File: src/gfb_pkg.sv
package gfb_pkg;

  localparam int BinW     = 8;
  localparam int NumBins  = 2 ** BinW;
  localparam int CfgW     = 9;
  localparam int KindW    = 2;
  localparam int CoefW    = 19;
  localparam int SampleW  = 16;
  localparam int StateW   = 48;
  localparam int FracW    = 16;
  localparam int MagW     = 63;
  localparam int PairW    = 2 * StateW;

  localparam logic [CfgW-1:0] ActiveReset = CfgW'(151);

  // shared multiplier: 24-bit digits, signed 25x25 product
  localparam int DigW     = 24;
  localparam int MulW     = DigW + 1;
  localparam int ProdW    = 2 * MulW;
  localparam int AccW     = 115;
  localparam int ShiftW   = 7;
  localparam int MagShift = 3 * FracW;

  // g*s1 product bits and the widened update sum
  localparam int GsTop    = StateW + CoefW - 1;
  localparam int UpdW     = StateW + 5;

  // magnitude micro program
  localparam int MagSteps = 16;
  localparam int MagStepW = $clog2(MagSteps);
  localparam int PCapture = 5;
  localparam int MagLast  = MagSteps + 1;
  localparam int CntW     = $clog2(MagLast + 1);

  typedef enum logic [KindW-1:0] {
    KIND_LOAD   = 2'd0,
    KIND_SAMPLE = 2'd1,
    KIND_READ   = 2'd2
  } kind_e;

  typedef enum logic [2:0] {
    ST_IDLE,
    ST_LO,
    ST_HI,
    ST_WAIT,
    ST_WRITE,
    ST_MAG
  } seq_state_e;

  typedef enum logic [1:0] {
    MAC_LOAD,
    MAC_ADD,
    MAC_SUB
  } mac_op_e;

  typedef enum logic [3:0] {
    SEL_S1_LO,
    SEL_S1_HI,
    SEL_S2_LO,
    SEL_S2_HI,
    SEL_G,
    SEL_P0,
    SEL_P1,
    SEL_P2,
    SEL_P3
  } opnd_sel_e;

  typedef struct packed {
    opnd_sel_e             sel_a;
    opnd_sel_e             sel_b;
    mac_op_e               op;
    logic [ShiftW-1:0]     shift;
  } mac_step_t;

  typedef struct packed {
    logic                  issue;
    mac_op_e               op;
    logic [ShiftW-1:0]     shift;
  } mac_ctl_t;

  typedef struct packed {
    logic                  rd_en;
    logic [BinW-1:0]       rd_addr;
    logic                  wr_en;
    logic                  coef_we;
    logic [BinW-1:0]       wr_addr;
    logic                  clr_all;
  } store_ctl_t;

  typedef struct packed {
    logic                  valid;
    logic [BinW-1:0]       bin;
  } done_t;

  // P = s1*s2, then (s1^2 + s2^2) << 16, then subtract g*P
  function automatic mac_step_t mag_step(input logic [MagStepW-1:0] idx);
    mac_step_t s;
    s = '{SEL_S1_LO, SEL_S2_LO, MAC_LOAD, ShiftW'(0)};
    case (idx)
      4'd0:  s = '{SEL_S1_LO, SEL_S2_LO, MAC_LOAD, ShiftW'(0)};
      4'd1:  s = '{SEL_S1_LO, SEL_S2_HI, MAC_ADD,  ShiftW'(DigW)};
      4'd2:  s = '{SEL_S1_HI, SEL_S2_LO, MAC_ADD,  ShiftW'(DigW)};
      4'd3:  s = '{SEL_S1_HI, SEL_S2_HI, MAC_ADD,  ShiftW'(2 * DigW)};
      4'd4:  s = '{SEL_S1_LO, SEL_S1_LO, MAC_LOAD, ShiftW'(FracW)};
      4'd5:  s = '{SEL_S1_LO, SEL_S1_HI, MAC_ADD,  ShiftW'(DigW + FracW)};
      4'd6:  s = '{SEL_S1_HI, SEL_S1_LO, MAC_ADD,  ShiftW'(DigW + FracW)};
      4'd7:  s = '{SEL_S1_HI, SEL_S1_HI, MAC_ADD,  ShiftW'(2 * DigW + FracW)};
      4'd8:  s = '{SEL_S2_LO, SEL_S2_LO, MAC_ADD,  ShiftW'(FracW)};
      4'd9:  s = '{SEL_S2_LO, SEL_S2_HI, MAC_ADD,  ShiftW'(DigW + FracW)};
      4'd10: s = '{SEL_S2_HI, SEL_S2_LO, MAC_ADD,  ShiftW'(DigW + FracW)};
      4'd11: s = '{SEL_S2_HI, SEL_S2_HI, MAC_ADD,  ShiftW'(2 * DigW + FracW)};
      4'd12: s = '{SEL_P0,    SEL_G,     MAC_SUB,  ShiftW'(0)};
      4'd13: s = '{SEL_P1,    SEL_G,     MAC_SUB,  ShiftW'(DigW)};
      4'd14: s = '{SEL_P2,    SEL_G,     MAC_SUB,  ShiftW'(2 * DigW)};
      4'd15: s = '{SEL_P3,    SEL_G,     MAC_SUB,  ShiftW'(3 * DigW)};
      default: s = '{SEL_S1_LO, SEL_S2_LO, MAC_LOAD, ShiftW'(0)};
    endcase
    return s;
  endfunction

endpackage

File: src/gfb_mac.sv
module gfb_mac (
  input  logic                                   clk_i,
  input  logic                                   rst_ni,
  input  gfb_pkg::mac_ctl_t                      ctl_i,
  input  logic signed [gfb_pkg::MulW-1:0]        a_i,
  input  logic signed [gfb_pkg::MulW-1:0]        b_i,
  output logic signed [gfb_pkg::AccW-1:0]        acc_o
);

  logic signed [gfb_pkg::ProdW-1:0] prod_d, prod_q;
  gfb_pkg::mac_ctl_t                ctl_q;
  logic signed [gfb_pkg::AccW-1:0]  term;
  logic signed [gfb_pkg::AccW-1:0]  acc_d, acc_q;

  assign prod_d = a_i * b_i;

  always_ff @(posedge clk_i or negedge rst_ni) begin
    if (!rst_ni) begin
      ctl_q <= '{issue: 1'b0, op: gfb_pkg::MAC_LOAD, shift: '0};
    end else begin
      ctl_q <= ctl_i;
    end
  end

  always_ff @(posedge clk_i) begin
    if (ctl_i.issue) begin
      prod_q <= prod_d;
    end
    if (ctl_q.issue) begin
      acc_q <= acc_d;
    end
  end

  always_comb begin
    term  = gfb_pkg::AccW'(prod_q) <<< ctl_q.shift;
    acc_d = acc_q;
    case (ctl_q.op)
      gfb_pkg::MAC_LOAD: acc_d = term;
      gfb_pkg::MAC_ADD:  acc_d = acc_q + term;
      gfb_pkg::MAC_SUB:  acc_d = acc_q - term;
      default:           acc_d = acc_q;
    endcase
  end

  assign acc_o = acc_q;

endmodule

File: config.mk
export PLATFORM = sky130hd
export DESIGN_NAME = gfb_mac
export DESIGN_NICKNAME = d
export VERILOG_FILES = /design/src/gfb_pkg.sv /design/src/gfb_mac.sv
export SDC_FILE = /design/constraint.sdc
export NUM_CORES = 2
export LEC_CHECK = 0
export BUFFER_PORTS_ARGS = -buffer_cell sky130_fd_sc_hd__buf_2
export CORE_UTILIZATION = 55
export DETAILED_ROUTE_END_ITERATION = 16
export PLACE_DENSITY = 0.7
export SLEW_MARGIN = 10
export SYNTH_ARGS = -nofsm -noshare
export SYNTH_HDL_FRONTEND = slang
export SYNTH_SLANG_ARGS = --single-unit
File: constraint.sdc
create_clock -name clk_i -period 18.55 [get_ports clk_i]
set_clock_uncertainty 0.1 [all_clocks]
set_input_delay 4.6375 -clock clk_i [delete_from_list [all_inputs] [get_ports clk_i]]
set_output_delay 4.6375 -clock clk_i [all_outputs]
set_load 0.1 [all_outputs]
==> results_dict.tcl <==
set metrics [dict create \
    cts_hold_buf 0 \
    fin_crit_ps 12080 \
    drc 0 \
    die_y_um 296 \
    finalNetCount 6362 \
    io_buffers 176 \
    drt-initial-drc-count 4090 \
    hold_viol 0 \
    clk_latency_ps 510 \
    netlist_top_cells_count "738 x inv_1, 659 x fa_1, 589 x nand2_1" \
    synthesis.nets 6447 \
    grt_busiest_layer "met2" \
    synth_area_mm2 0.0475 \
    cts_root_buf "clkbuf_16" \
    syn_area_per_cell_um2 8.68 \
    start_util_pct 55.6 \
    crit_cells 29 \
    hpwl_mm 127 \
    relSlewSlack_pct 2.34 \
    max_freq_mhz 82.8 \
    dieWidth_um 296 \
    dr_total_vias 41050 \
    routed_via_density 6.27 \
    synth_area_leaders "fa_1 28%, edfxtp_1 10%, ha_1 6.8%" \
    cts_resized 0 \
    cts_tree "built" \
    grt_pass1_wl_mm 243 \
    ys.flop_type "edfxtp_1" \
    holdPathStages 3 \
    ys_seq_area_share_pct 11.0 \
    rsz0062_at_grt "false" \
    cts.sinks 175 \
    setup_viol 0 \
    synthArstFlopShare_pct 5.71 \
    critPathLaunchType "primary input" \
    end_kind "flip-flop" \
    antenna_found_initial 3 \
    first_global_vias 40249 \
    worstPathRequired_ps 18710 \
    yosysWarnings 0 \
    dr.pass1.iters 6 \
    globalRoute.totalOverflow 0 \
    critPathMaxStageDelay_ps 580 \
    worst-path-buf-inv 8 \
    setup_tns_ps 0 \
    routed_wl_mm 158 \
    cp_slowest_cell "fa_1" \
    track_usage_pct 36.4 \
    ys_ff_latch 175 \
    synth_cells 5468 \
    final_core_util_pct 57.7 \
    wire_per_inst_um 24.2 \
    status "finished clean" \
    cts_buffer_depth 2 \
    synth_cell_types 117 \
    post-route-period-util_pct 65.1 \
    cp_max_fo 25 \
    coreArea_mm2 0.0853 \
    cts_setup_buffers 0 \
    cts_buffers 17 \
    drv_slew 0 \
    rows 107 \
    synth_edf_count 165 \
    hp-class "flip-flop to flip-flop" \
    drv_cap 0 \
    met2_usage_pct 57.3 \
    die-area_mm2 0.0875 \
    htree_num_levels 4 \
    critical_path_class "primary input to flip-flop" \
    holdWs_ps 709 \
    syn_to_final_growth_pct 3.69 \
    drtAntennaViolNets 0 \
    arrival_ps 12230 \
    critical-path-top-delay-family "adder cells" \
    gr-usage-met3_pct 6.35 \
    io_pins 177 \
    use_met1_pct 48.5 \
    routabilityCongestion 1.06 \
    synth.most_common_cell "inv_1" \
    worst_pin_slew_ps 1460 \
    yosysTopAreaCell "fa_1" \
    clk_pin_slew_ps 80 \
    yosysTopAreaCellShare_pct 27.8 \
    drive_gt1_share_pct 8.91 \
    grt_start_max_net_pins 87 \
    reg2regPathDepth 23 \
]
==> sequential cells by signal, summed over array words and instances, names as in the netlist <==
signal	flops
acc_o	115
ctl_q	10
prod_q	50
==> routing by layer <==
metal,wire [µm],vias up,share of wire [%]
met5,0,-,0
met4,8970,0,5.7
met3,14000,389,8.8
met2,71100,2121,45
met1,64300,20231,41
li1,-,18309,-
==> worst paths after layout <==
check                         start         end  slack (ps)
setup reg to reg           ctl_q[3]  acc_o[107]        7560
max in group asynchronous    rst_ni    ctl_q[3]       14100
hold reg to reg            acc_o[0]    acc_o[0]         710
hold / removal             acc_o[0]    acc_o[0]         710
min in group asynchronous    rst_ni    ctl_q[1]        3940
setup / recovery             b_i[4]  prod_q[46]        6470
==> layout make-up <==
cell class	count	area (µm²)
multi-input cells	4228	38000
fillers	7806	36100
diodes	2	5.00
well taps	1144	1430
repair buffers	219	1200
clock inverters	15	171
flip-flops and latches	175	5220
inverters	742	2790
clock buffers	17	425
==> tightest hold or removal path: stages, from the launching register on <==
cell and delay (ps):
edfxtp_1 380, inv_1 70, ha_1 120, o21ai_0 70
==> cells by family after synthesis <==
kind of cell | share of synthesized area [%]
AOI/OAI and AO/OA | 16.1
xor gates and xnor gates | 4.71
adders and majority gates | 34.6
buffers and inverters | 9.11
DFF | 11.0
muxes | 7.02
and+or+nand+nor | 17.5
==> placed cells by master, fill, tap and decap left out, drive strengths merged, types with 60 or more instances in the layout <==
master  Yosys  layout
nand3      60      60
inv       740     750
and2      340     340
a21oi     341     341
ha        258     258
buf        69     219
mux2       62      62
mux2i      93      93
a21o      106     106
nor3       71      71
fa        659     659
o21ai     202     202
nor2      297     297
edfxtp    165     165
a211oi     60      60
mux4       74      74
xor2       98      98
xnor2     157     157
nand2     590     590
==> stage by stage <==
step | instances | setup slack, ps | cell area [µm²]
global route | 6540 | 5990 | 49200
CTS | 6540 | 6470 | 49200
global placement | 6508 | 6110 | 48600
detailed placement | 6508 | 5930 | 48600
floorplan | 5468 | 6700 | 47500
finish | 6542 | 6470 | 49200
Power is not shown: default switching activity piles up to over one toggle a cycle in this logic, so the estimate is an artifact.
