`src/gfb_pkg.sv`:
```
package gfb_pkg;

  localparam int BinW     = 8;
  localparam int NumBins  = 2 ** BinW;
  localparam int CfgW     = 9;
  localparam int KindW    = 2;
  localparam int CoefW    = 19;
  localparam int SampleW  = 16;
  localparam int StateW   = 48;
  localparam int FracW    = 16;
  localparam int MagW     = 63;
  localparam int PairW    = 2 * StateW;

  localparam logic [CfgW-1:0] ActiveReset = CfgW'(151);

  // shared multiplier: 24-bit digits, signed 25x25 product
  localparam int DigW     = 24;
  localparam int MulW     = DigW + 1;
  localparam int ProdW    = 2 * MulW;
  localparam int AccW     = 115;
  localparam int ShiftW   = 7;
  localparam int MagShift = 3 * FracW;

  // g*s1 product bits and the widened update sum
  localparam int GsTop    = StateW + CoefW - 1;
  localparam int UpdW     = StateW + 5;

  // magnitude micro program
  localparam int MagSteps = 16;
  localparam int MagStepW = $clog2(MagSteps);
  localparam int PCapture = 5;
  localparam int MagLast  = MagSteps + 1;
  localparam int CntW     = $clog2(MagLast + 1);

  typedef enum logic [KindW-1:0] {
    KIND_LOAD   = 2'd0,
    KIND_SAMPLE = 2'd1,
    KIND_READ   = 2'd2
  } kind_e;

  typedef enum logic [2:0] {
    ST_IDLE,
    ST_LO,
    ST_HI,
    ST_WAIT,
    ST_WRITE,
    ST_MAG
  } seq_state_e;

  typedef enum logic [1:0] {
    MAC_LOAD,
    MAC_ADD,
    MAC_SUB
  } mac_op_e;

  typedef enum logic [3:0] {
    SEL_S1_LO,
    SEL_S1_HI,
    SEL_S2_LO,
    SEL_S2_HI,
    SEL_G,
    SEL_P0,
    SEL_P1,
    SEL_P2,
    SEL_P3
  } opnd_sel_e;

  typedef struct packed {
    opnd_sel_e             sel_a;
    opnd_sel_e             sel_b;
    mac_op_e               op;
    logic [ShiftW-1:0]     shift;
  } mac_step_t;

  typedef struct packed {
    logic                  issue;
    mac_op_e               op;
    logic [ShiftW-1:0]     shift;
  } mac_ctl_t;

  typedef struct packed {
    logic                  rd_en;
    logic [BinW-1:0]       rd_addr;
    logic                  wr_en;
    logic                  coef_we;
    logic [BinW-1:0]       wr_addr;
    logic                  clr_all;
  } store_ctl_t;

  typedef struct packed {
    logic                  valid;
    logic [BinW-1:0]       bin;
  } done_t;

  // P = s1*s2, then (s1^2 + s2^2) << 16, then subtract g*P
  function automatic mac_step_t mag_step(input logic [MagStepW-1:0] idx);
    mac_step_t s;
    s = '{SEL_S1_LO, SEL_S2_LO, MAC_LOAD, ShiftW'(0)};
    case (idx)
      4'd0:  s = '{SEL_S1_LO, SEL_S2_LO, MAC_LOAD, ShiftW'(0)};
      4'd1:  s = '{SEL_S1_LO, SEL_S2_HI, MAC_ADD,  ShiftW'(DigW)};
      4'd2:  s = '{SEL_S1_HI, SEL_S2_LO, MAC_ADD,  ShiftW'(DigW)};
      4'd3:  s = '{SEL_S1_HI, SEL_S2_HI, MAC_ADD,  ShiftW'(2 * DigW)};
      4'd4:  s = '{SEL_S1_LO, SEL_S1_LO, MAC_LOAD, ShiftW'(FracW)};
      4'd5:  s = '{SEL_S1_LO, SEL_S1_HI, MAC_ADD,  ShiftW'(DigW + FracW)};
      4'd6:  s = '{SEL_S1_HI, SEL_S1_LO, MAC_ADD,  ShiftW'(DigW + FracW)};
      4'd7:  s = '{SEL_S1_HI, SEL_S1_HI, MAC_ADD,  ShiftW'(2 * DigW + FracW)};
      4'd8:  s = '{SEL_S2_LO, SEL_S2_LO, MAC_ADD,  ShiftW'(FracW)};
      4'd9:  s = '{SEL_S2_LO, SEL_S2_HI, MAC_ADD,  ShiftW'(DigW + FracW)};
      4'd10: s = '{SEL_S2_HI, SEL_S2_LO, MAC_ADD,  ShiftW'(DigW + FracW)};
      4'd11: s = '{SEL_S2_HI, SEL_S2_HI, MAC_ADD,  ShiftW'(2 * DigW + FracW)};
      4'd12: s = '{SEL_P0,    SEL_G,     MAC_SUB,  ShiftW'(0)};
      4'd13: s = '{SEL_P1,    SEL_G,     MAC_SUB,  ShiftW'(DigW)};
      4'd14: s = '{SEL_P2,    SEL_G,     MAC_SUB,  ShiftW'(2 * DigW)};
      4'd15: s = '{SEL_P3,    SEL_G,     MAC_SUB,  ShiftW'(3 * DigW)};
      default: s = '{SEL_S1_LO, SEL_S2_LO, MAC_LOAD, ShiftW'(0)};
    endcase
    return s;
  endfunction

endpackage

```
`src/gfb_seq.sv`:
```
module gfb_seq (
  input  logic                                   clk_i,
  input  logic                                   rst_ni,
  input  logic                                   start_i,
  input  logic [gfb_pkg::KindW-1:0]              kind_i,
  input  logic [gfb_pkg::BinW-1:0]               bin_index_i,
  input  logic signed [gfb_pkg::SampleW-1:0]     sample_i,
  input  logic                                   start_window_i,
  input  logic [gfb_pkg::CfgW-1:0]               active_i,
  input  logic signed [gfb_pkg::CoefW-1:0]       coef_i,
  input  logic signed [gfb_pkg::StateW-1:0]      s1_i,
  input  logic signed [gfb_pkg::StateW-1:0]      s2_i,
  input  logic signed [gfb_pkg::AccW-1:0]        acc_i,
  output logic                                   busy_o,
  output gfb_pkg::store_ctl_t                    store_ctl_o,
  output logic [gfb_pkg::PairW-1:0]              pair_wdata_o,
  output gfb_pkg::mac_ctl_t                      mac_ctl_o,
  output logic signed [gfb_pkg::MulW-1:0]        a_o,
  output logic signed [gfb_pkg::MulW-1:0]        b_o,
  output gfb_pkg::done_t                         done_o
);

  gfb_pkg::seq_state_e               state_d, state_q;
  logic [gfb_pkg::CntW-1:0]          cnt_d, cnt_q;
  logic [gfb_pkg::BinW-1:0]          bin_d, bin_q;
  logic [gfb_pkg::BinW-1:0]          last_d, last_q;
  logic signed [gfb_pkg::SampleW-1:0] x_d, x_q;
  logic [gfb_pkg::PairW-1:0]         p_d, p_q;

  gfb_pkg::mac_step_t                step;
  gfb_pkg::opnd_sel_e                sel_a, sel_b;
  logic signed [gfb_pkg::UpdW-1:0]   upd;
  logic signed [gfb_pkg::StateW-1:0] s0;
  logic                              upd_fits;

  function automatic logic signed [gfb_pkg::MulW-1:0] pick(
    input gfb_pkg::opnd_sel_e              sel,
    input logic signed [gfb_pkg::StateW-1:0] s1,
    input logic signed [gfb_pkg::StateW-1:0] s2,
    input logic signed [gfb_pkg::CoefW-1:0]  g,
    input logic [gfb_pkg::PairW-1:0]         p
  );
    logic signed [gfb_pkg::MulW-1:0] r;
    case (sel)
      gfb_pkg::SEL_S1_LO: r = signed'({1'b0, s1[gfb_pkg::DigW-1:0]});
      gfb_pkg::SEL_S1_HI: r = gfb_pkg::MulW'(signed'(s1[gfb_pkg::StateW-1:gfb_pkg::DigW]));
      gfb_pkg::SEL_S2_LO: r = signed'({1'b0, s2[gfb_pkg::DigW-1:0]});
      gfb_pkg::SEL_S2_HI: r = gfb_pkg::MulW'(signed'(s2[gfb_pkg::StateW-1:gfb_pkg::DigW]));
      gfb_pkg::SEL_G:     r = gfb_pkg::MulW'(g);
      gfb_pkg::SEL_P0:    r = signed'({1'b0, p[gfb_pkg::DigW-1:0]});
      gfb_pkg::SEL_P1:    r = signed'({1'b0, p[2*gfb_pkg::DigW-1:gfb_pkg::DigW]});
      gfb_pkg::SEL_P2:    r = signed'({1'b0, p[3*gfb_pkg::DigW-1:2*gfb_pkg::DigW]});
      gfb_pkg::SEL_P3:    r = gfb_pkg::MulW'(signed'(p[gfb_pkg::PairW-1:3*gfb_pkg::DigW]));
      default:            r = '0;
    endcase
    return r;
  endfunction

  assign step = gfb_pkg::mag_step(cnt_q[gfb_pkg::MagStepW-1:0]);

  // s0 = floor(g*s1 / 2^16) - s2 + x*2^16, saturated to the state width
  assign upd = gfb_pkg::UpdW'(signed'(acc_i[gfb_pkg::GsTop:gfb_pkg::FracW]))
             - gfb_pkg::UpdW'(s2_i)
             + (gfb_pkg::UpdW'(x_q) <<< gfb_pkg::FracW);
  assign upd_fits = (upd[gfb_pkg::UpdW-1:gfb_pkg::StateW-1] == '0) ||
                    (upd[gfb_pkg::UpdW-1:gfb_pkg::StateW-1] == '1);

  always_comb begin
    if (upd_fits) begin
      s0 = upd[gfb_pkg::StateW-1:0];
    end else if (upd[gfb_pkg::UpdW-1]) begin
      s0 = signed'({1'b1, {(gfb_pkg::StateW-1){1'b0}}});
    end else begin
      s0 = signed'({1'b0, {(gfb_pkg::StateW-1){1'b1}}});
    end
  end

  assign pair_wdata_o = {s0, s1_i};
  assign a_o          = pick(sel_a, s1_i, s2_i, coef_i, p_q);
  assign b_o          = pick(sel_b, s1_i, s2_i, coef_i, p_q);
  assign busy_o       = (state_q != gfb_pkg::ST_IDLE);

  always_comb begin
    state_d     = state_q;
    cnt_d       = cnt_q;
    bin_d       = bin_q;
    last_d      = last_q;
    x_d         = x_q;
    p_d         = p_q;
    store_ctl_o = '0;
    mac_ctl_o   = '{issue: 1'b0, op: gfb_pkg::MAC_LOAD, shift: '0};
    sel_a       = gfb_pkg::SEL_G;
    sel_b       = gfb_pkg::SEL_S1_LO;
    done_o      = '{valid: 1'b0, bin: bin_q};

    case (state_q)
      gfb_pkg::ST_IDLE: begin
        if (start_i) begin
          case (gfb_pkg::kind_e'(kind_i))
            gfb_pkg::KIND_LOAD: begin
              store_ctl_o.coef_we = 1'b1;
              store_ctl_o.wr_addr = bin_index_i;
            end
            gfb_pkg::KIND_SAMPLE: begin
              store_ctl_o.clr_all = start_window_i;
              x_d = sample_i;
              if (active_i != '0) begin
                store_ctl_o.rd_en   = 1'b1;
                store_ctl_o.rd_addr = '0;
                bin_d               = '0;
                if (active_i >= gfb_pkg::CfgW'(gfb_pkg::NumBins)) begin
                  last_d = gfb_pkg::BinW'(gfb_pkg::NumBins - 1);
                end else begin
                  last_d = active_i[gfb_pkg::BinW-1:0] - gfb_pkg::BinW'(1);
                end
                state_d = gfb_pkg::ST_LO;
              end
            end
            gfb_pkg::KIND_READ: begin
              store_ctl_o.rd_en   = 1'b1;
              store_ctl_o.rd_addr = bin_index_i;
              bin_d               = bin_index_i;
              cnt_d               = '0;
              state_d             = gfb_pkg::ST_MAG;
            end
            default: ;
          endcase
        end
      end
      gfb_pkg::ST_LO: begin
        mac_ctl_o = '{issue: 1'b1, op: gfb_pkg::MAC_LOAD, shift: gfb_pkg::ShiftW'(0)};
        sel_a     = gfb_pkg::SEL_G;
        sel_b     = gfb_pkg::SEL_S1_LO;
        state_d   = gfb_pkg::ST_HI;
      end
      gfb_pkg::ST_HI: begin
        mac_ctl_o = '{issue: 1'b1, op: gfb_pkg::MAC_ADD,
                      shift: gfb_pkg::ShiftW'(gfb_pkg::DigW)};
        sel_a     = gfb_pkg::SEL_G;
        sel_b     = gfb_pkg::SEL_S1_HI;
        state_d   = gfb_pkg::ST_WAIT;
      end
      gfb_pkg::ST_WAIT: begin
        state_d = gfb_pkg::ST_WRITE;
      end
      gfb_pkg::ST_WRITE: begin
        store_ctl_o.wr_en   = 1'b1;
        store_ctl_o.wr_addr = bin_q;
        if (bin_q == last_q) begin
          state_d = gfb_pkg::ST_IDLE;
        end else begin
          store_ctl_o.rd_en   = 1'b1;
          store_ctl_o.rd_addr = bin_q + gfb_pkg::BinW'(1);
          bin_d               = bin_q + gfb_pkg::BinW'(1);
          state_d             = gfb_pkg::ST_LO;
        end
      end
      gfb_pkg::ST_MAG: begin
        if (cnt_q < gfb_pkg::CntW'(gfb_pkg::MagSteps)) begin
          mac_ctl_o = '{issue: 1'b1, op: step.op, shift: step.shift};
          sel_a     = step.sel_a;
          sel_b     = step.sel_b;
        end
        if (cnt_q == gfb_pkg::CntW'(gfb_pkg::PCapture)) begin
          p_d = acc_i[gfb_pkg::PairW-1:0];
        end
        cnt_d = cnt_q + gfb_pkg::CntW'(1);
        if (cnt_q == gfb_pkg::CntW'(gfb_pkg::MagLast)) begin
          done_o.valid = 1'b1;
          state_d      = gfb_pkg::ST_IDLE;
        end
      end
      default: state_d = gfb_pkg::ST_IDLE;
    endcase
  end

  always_ff @(posedge clk_i or negedge rst_ni) begin
    if (!rst_ni) begin
      state_q <= gfb_pkg::ST_IDLE;
      cnt_q   <= '0;
      bin_q   <= '0;
      last_q  <= '0;
    end else begin
      state_q <= state_d;
      cnt_q   <= cnt_d;
      bin_q   <= bin_d;
      last_q  <= last_d;
    end
  end

  always_ff @(posedge clk_i) begin
    x_q <= x_d;
    p_q <= p_d;
  end

  assert property (@(posedge clk_i) disable iff (!rst_ni)
    store_ctl_o.wr_en |-> !store_ctl_o.clr_all)
    else $error("state write during window clear");

  assert property (@(posedge clk_i) disable iff (!rst_ni)
    store_ctl_o.wr_en |-> (store_ctl_o.wr_addr <= last_q))
    else $error("state write beyond active bins");

  assert property (@(posedge clk_i) disable iff (!rst_ni)
    (state_q == gfb_pkg::ST_LO) |-> $past(store_ctl_o.rd_en))
    else $error("bin update without a preceding read");

endmodule

```
`config.mk`:
```
export PLATFORM = sky130hd
export DESIGN_NAME = gfb_seq
export DESIGN_NICKNAME = d
export VERILOG_FILES = /design/src/gfb_pkg.sv /design/src/gfb_seq.sv
export SDC_FILE = /design/constraint.sdc
export NUM_CORES = 1
export LEC_CHECK = 0
export ABC_CLOCK_PERIOD_IN_PS = 11100
export BUFFER_PORTS_ARGS = -buffer_cell sky130_fd_sc_hd__buf_2
export CAP_MARGIN = 20
export CELL_PAD_IN_SITES_DETAIL_PLACEMENT = 0
export CELL_PAD_IN_SITES_GLOBAL_PLACEMENT = 1
export CORE_MARGIN = 2
export CORE_UTILIZATION = 37
export DETAILED_ROUTE_END_ITERATION = 8
export GPL_TIMING_DRIVEN = 0
export PLACE_DENSITY = 0.84
export SLEW_MARGIN = 5
export SYNTH_ARGS = -nofsm -noshare
export SYNTH_HDL_FRONTEND = slang
export SYNTH_SLANG_ARGS = --single-unit
```
`constraint.sdc`:
```
create_clock -name clk_i -period 11.1 [get_ports clk_i]
set_input_delay 2.22 -clock clk_i [delete_from_list [all_inputs] [get_ports clk_i]]
set_output_delay 2.22 -clock clk_i [all_outputs]
set_load 0.1 [all_outputs]
```
==> flow_summary_export.csv <==
group,metric,value,unit
outcome,status,"completed",
clock_network,cts_resized,0,
sta,tightest_slew,1.09,ns
setup_path,arrival,7.61,ns
clock_network,htreeDepth,4,
setup_path,cp_max_fo,10,
synth,synth_cells,1436,
synth,ys_warn_count,0,
place,dp_worst_setup_slack,1.36,ns
sta,hold_slack,0.542,ns
die,die_h,188,microns
sta,slew_headroom,27.6,%
hold_path,holdCritPathClass,"register to register",
cells_and_area,synthToLayoutAreaGrowth,28.1,%
die,die_w,188,microns
sta,rsz0062_at_grt,"no",
drt,dr.pass1.iters,7,
sta,slew_viol_final,0,
synth,yosys_most_used_dff,"edfxtp_1",
place,dp_cells,2331,
drt,drt_iter0_markers,1614,
global_routing,grt_util_met1,44.0,%
setup_path,critPathLaunchType,"input port",
sta,hold_viol_final,0,
sta,final-setup-viol-count,0,
die,die_area,35400,sq um
cells_and_area,nets,2288,
clock_network,cts_buffers,17,
drt,drc,0,
clock_network,clk_path_buf_depth,2,
sta,max_freq,0.102,GHz
die,rows,67,
sta,setup-tns-final,0,ns
synth,synth-seq-cells,136,
setup_path,cp.required,8.88,ns
setup_path,path_class,"input port to primary output",
die,io_pins,455,
global_routing,overflow,0,
pwr,p_leak,0.00762,uW
drt,num_vias,13700,
sta,setup_slack,1.27,ns
synth,synth_edf_count,112,
run,max_cap_viol_count,0,
die,core,33400,sq um
setup_path,r2r-start,"state_q[2]",
clock_network,cts_tree,"done",
place,routabilityCongestion,0.965,
sta,fin_skew,0.0157,ns
global_routing,met2_usage,52.1,%
setup_path,cp-startpoint,"acc_i[53]",
drt,antenna_left,0,
pwr,pwr_density_cell,150,nW/um^2
global_routing,grt_busiest_layer,"met2",
sta,period_share,88.5,%
global_routing,gr-usage-met3,6.23,%
place,port-buffer-count,432,
global_routing,grt_pass1_wl,85.3,mm
global_routing,grtUsageTotal,33.0,%
cells_and_area,layout.cells.non_filler,2366,
clock_network,clockRootBuffer,"clkbuf_16",
sta,fin_crit,9.83,ns
setup_path,end_kind,"primary output",
synth,syn_area_per_cell,8.73,sq um
clock_network,hold_buffers,0,
synth,synthArstFlopShare,17.6,%
clock_network,clk_latency,0.45,ns
global_routing,grt_max_degree,25,
die,start_util,37.5,%
synth,yosysSeqAreaShare,31.6,%
cells_and_area,drive_gt1_share,28.9,%
drt,drt-vias-per-instance,5.78,
setup_path,r2r_slack,8.34,ns
pwr,vdd_ir_drop_max,0.184,mV
setup_path,critPathCapture,"pair_wdata_o[59]",
setup_path,reg2regPathDepth,3,
drt,avgRoutedWirePerCell,25.2,microns
synth,syn_area,12500,sq um
clock_network,cts.sinks,136,
clock_network,cts_setup_buffers,0,
synth,ys_types,76,
global_routing,grt_pass1_vias,13000,
setup_path,r2r_end,"x_q[4]",
drt,wl,59.6,mm
global_routing,grt_antenna_before_repair,2,
place,dp.final_hpwl,49.6,mm
clock_network,clkTransAtPathRegs,0.07,ns
-- logic make-up after synthesis --
group                      after synthesis  synth area share [%]
buffers and inverters                  298                  10.7
adders and majority gates              116                  13.7
xor gates and xnor gates                66                  4.61
AOI/OAI and AO/OA                      458                  25.3
DFF                                    136                  31.6
and+or+nand+nor                        351                  13.2
other                                    1                0.0299
muxes                                   10                 0.799
-- how the worst min path moves through the flow --
stage	start	to	cells past startpoint	slack, ns
3_5_place_dp	cnt_q[4]	cnt_q[4]	1	0.53
2_1_floorplan	cnt_q[4]	cnt_q[4]	1	0.49
3_3_place_gp	cnt_q[4]	cnt_q[4]	1	0.52
4_1_cts	cnt_q[4]	cnt_q[4]	1	0.53
5_1_grt	cnt_q[4]	cnt_q[4]	1	0.56
6_report	cnt_q[4]	cnt_q[4]	1	0.54
-- registers in the layout, summed over array words and instances (netlist names) --
register,count
state_q,3
x_q,16
last_q,8
bin_q,8
p_q,96
cnt_q,5
-- layout make-up --
class	count	area, sq um
Fill cell	3297	17400
Multi-Input combinational cell	1004	7240
Sequential cell	136	3960
Timing Repair Buffer	446	2290
Buffer	131	719
Inverter	167	627
Tap cell	448	561
Clock buffer	17	425
Clock inverter	15	221
Antenna cell	2	5.00
-- cell usage after synthesis (all sizes together) (22+ instances only) --
master,n,area share (%)
xnor2,32,2.2
inv,167,5.0
ha,80,8.0
a222oi,22,1.8
nand2,129,3.9
a22oi,82,4.9
nand4,26,1.3
edfxtp,112,27
a21o,56,3.4
nor2,67,2.0
buf,62,3.7
fa,36,5.7
a21oi,99,4.0
clkbuf,69,2.1
nand3,40,1.6
o21ai,78,3.2
dfrtp,24,4.8
xor2,34,2.4
-- placed cells by master, fill, tap and decap left out, types with 36 or more instances in the layout --
cell | Yosys | final
o21ai_0 | 65 | 65
nand2_1 | 129 | 129
buf_4 | 51 | 57
buf_2 | 5 | 438
ha_1 | 80 | 80
inv_1 | 166 | 166
a21oi_1 | 98 | 98
nand3_1 | 40 | 40
a21o_1 | 56 | 56
nor2_1 | 67 | 67
edfxtp_1 | 112 | 112
fa_1 | 36 | 36
clkbuf_1 | 69 | 69
a22oi_1 | 82 | 82
-- critical path: stages --
cell and delay [ns]:
buf_2 0.15, inv_1 0.07, fa_1 0.50, inv_1 0.04, ha_1 0.27, clkbuf_1 0.36, nand4_1 0.27, nor4b_1 0.64
nand2_1 0.11, a211oi_1 0.31, a211oi_2 0.15, o21ai_1 0.20, xor2_1 0.40, nor2_1 0.10, a31oi_1 0.76, clkbuf_1 0.45
a21o_1 0.16, buf_2 0.43
-- metrics by stage --
| stage | total power [uW] | instance area [sq um] | utilization [%] |
|---|---|---|---|
| global placement | 1740 | 15300 | 45.6 |
| finish | 2400 | 16100 | 48.0 |
| floorplan | 1470 | 12500 | - |
| CTS | 2390 | 16000 | 48.0 |
| detailed placement | 1740 | 15400 | 46.0 |
| global route | 2480 | 16100 | 48.0 |
-- report_power, final --
group | switching [uW] | internal (uW) | leakage (uW) | total, uW
logic | 933 | 263 | 0.00601 | 1200
clock network | 288 | 369 | 0.000314 | 656
registers | 0 | 552 | 0.00130 | 552
-- layer usage --
metal	share of wire [%]	up-vias
li1	-	6104
met1	40	6533
met2	45	901
met3	10	135
met4	4.8	2
met5	0.018	-
Power figures use the tool's default switching activity.
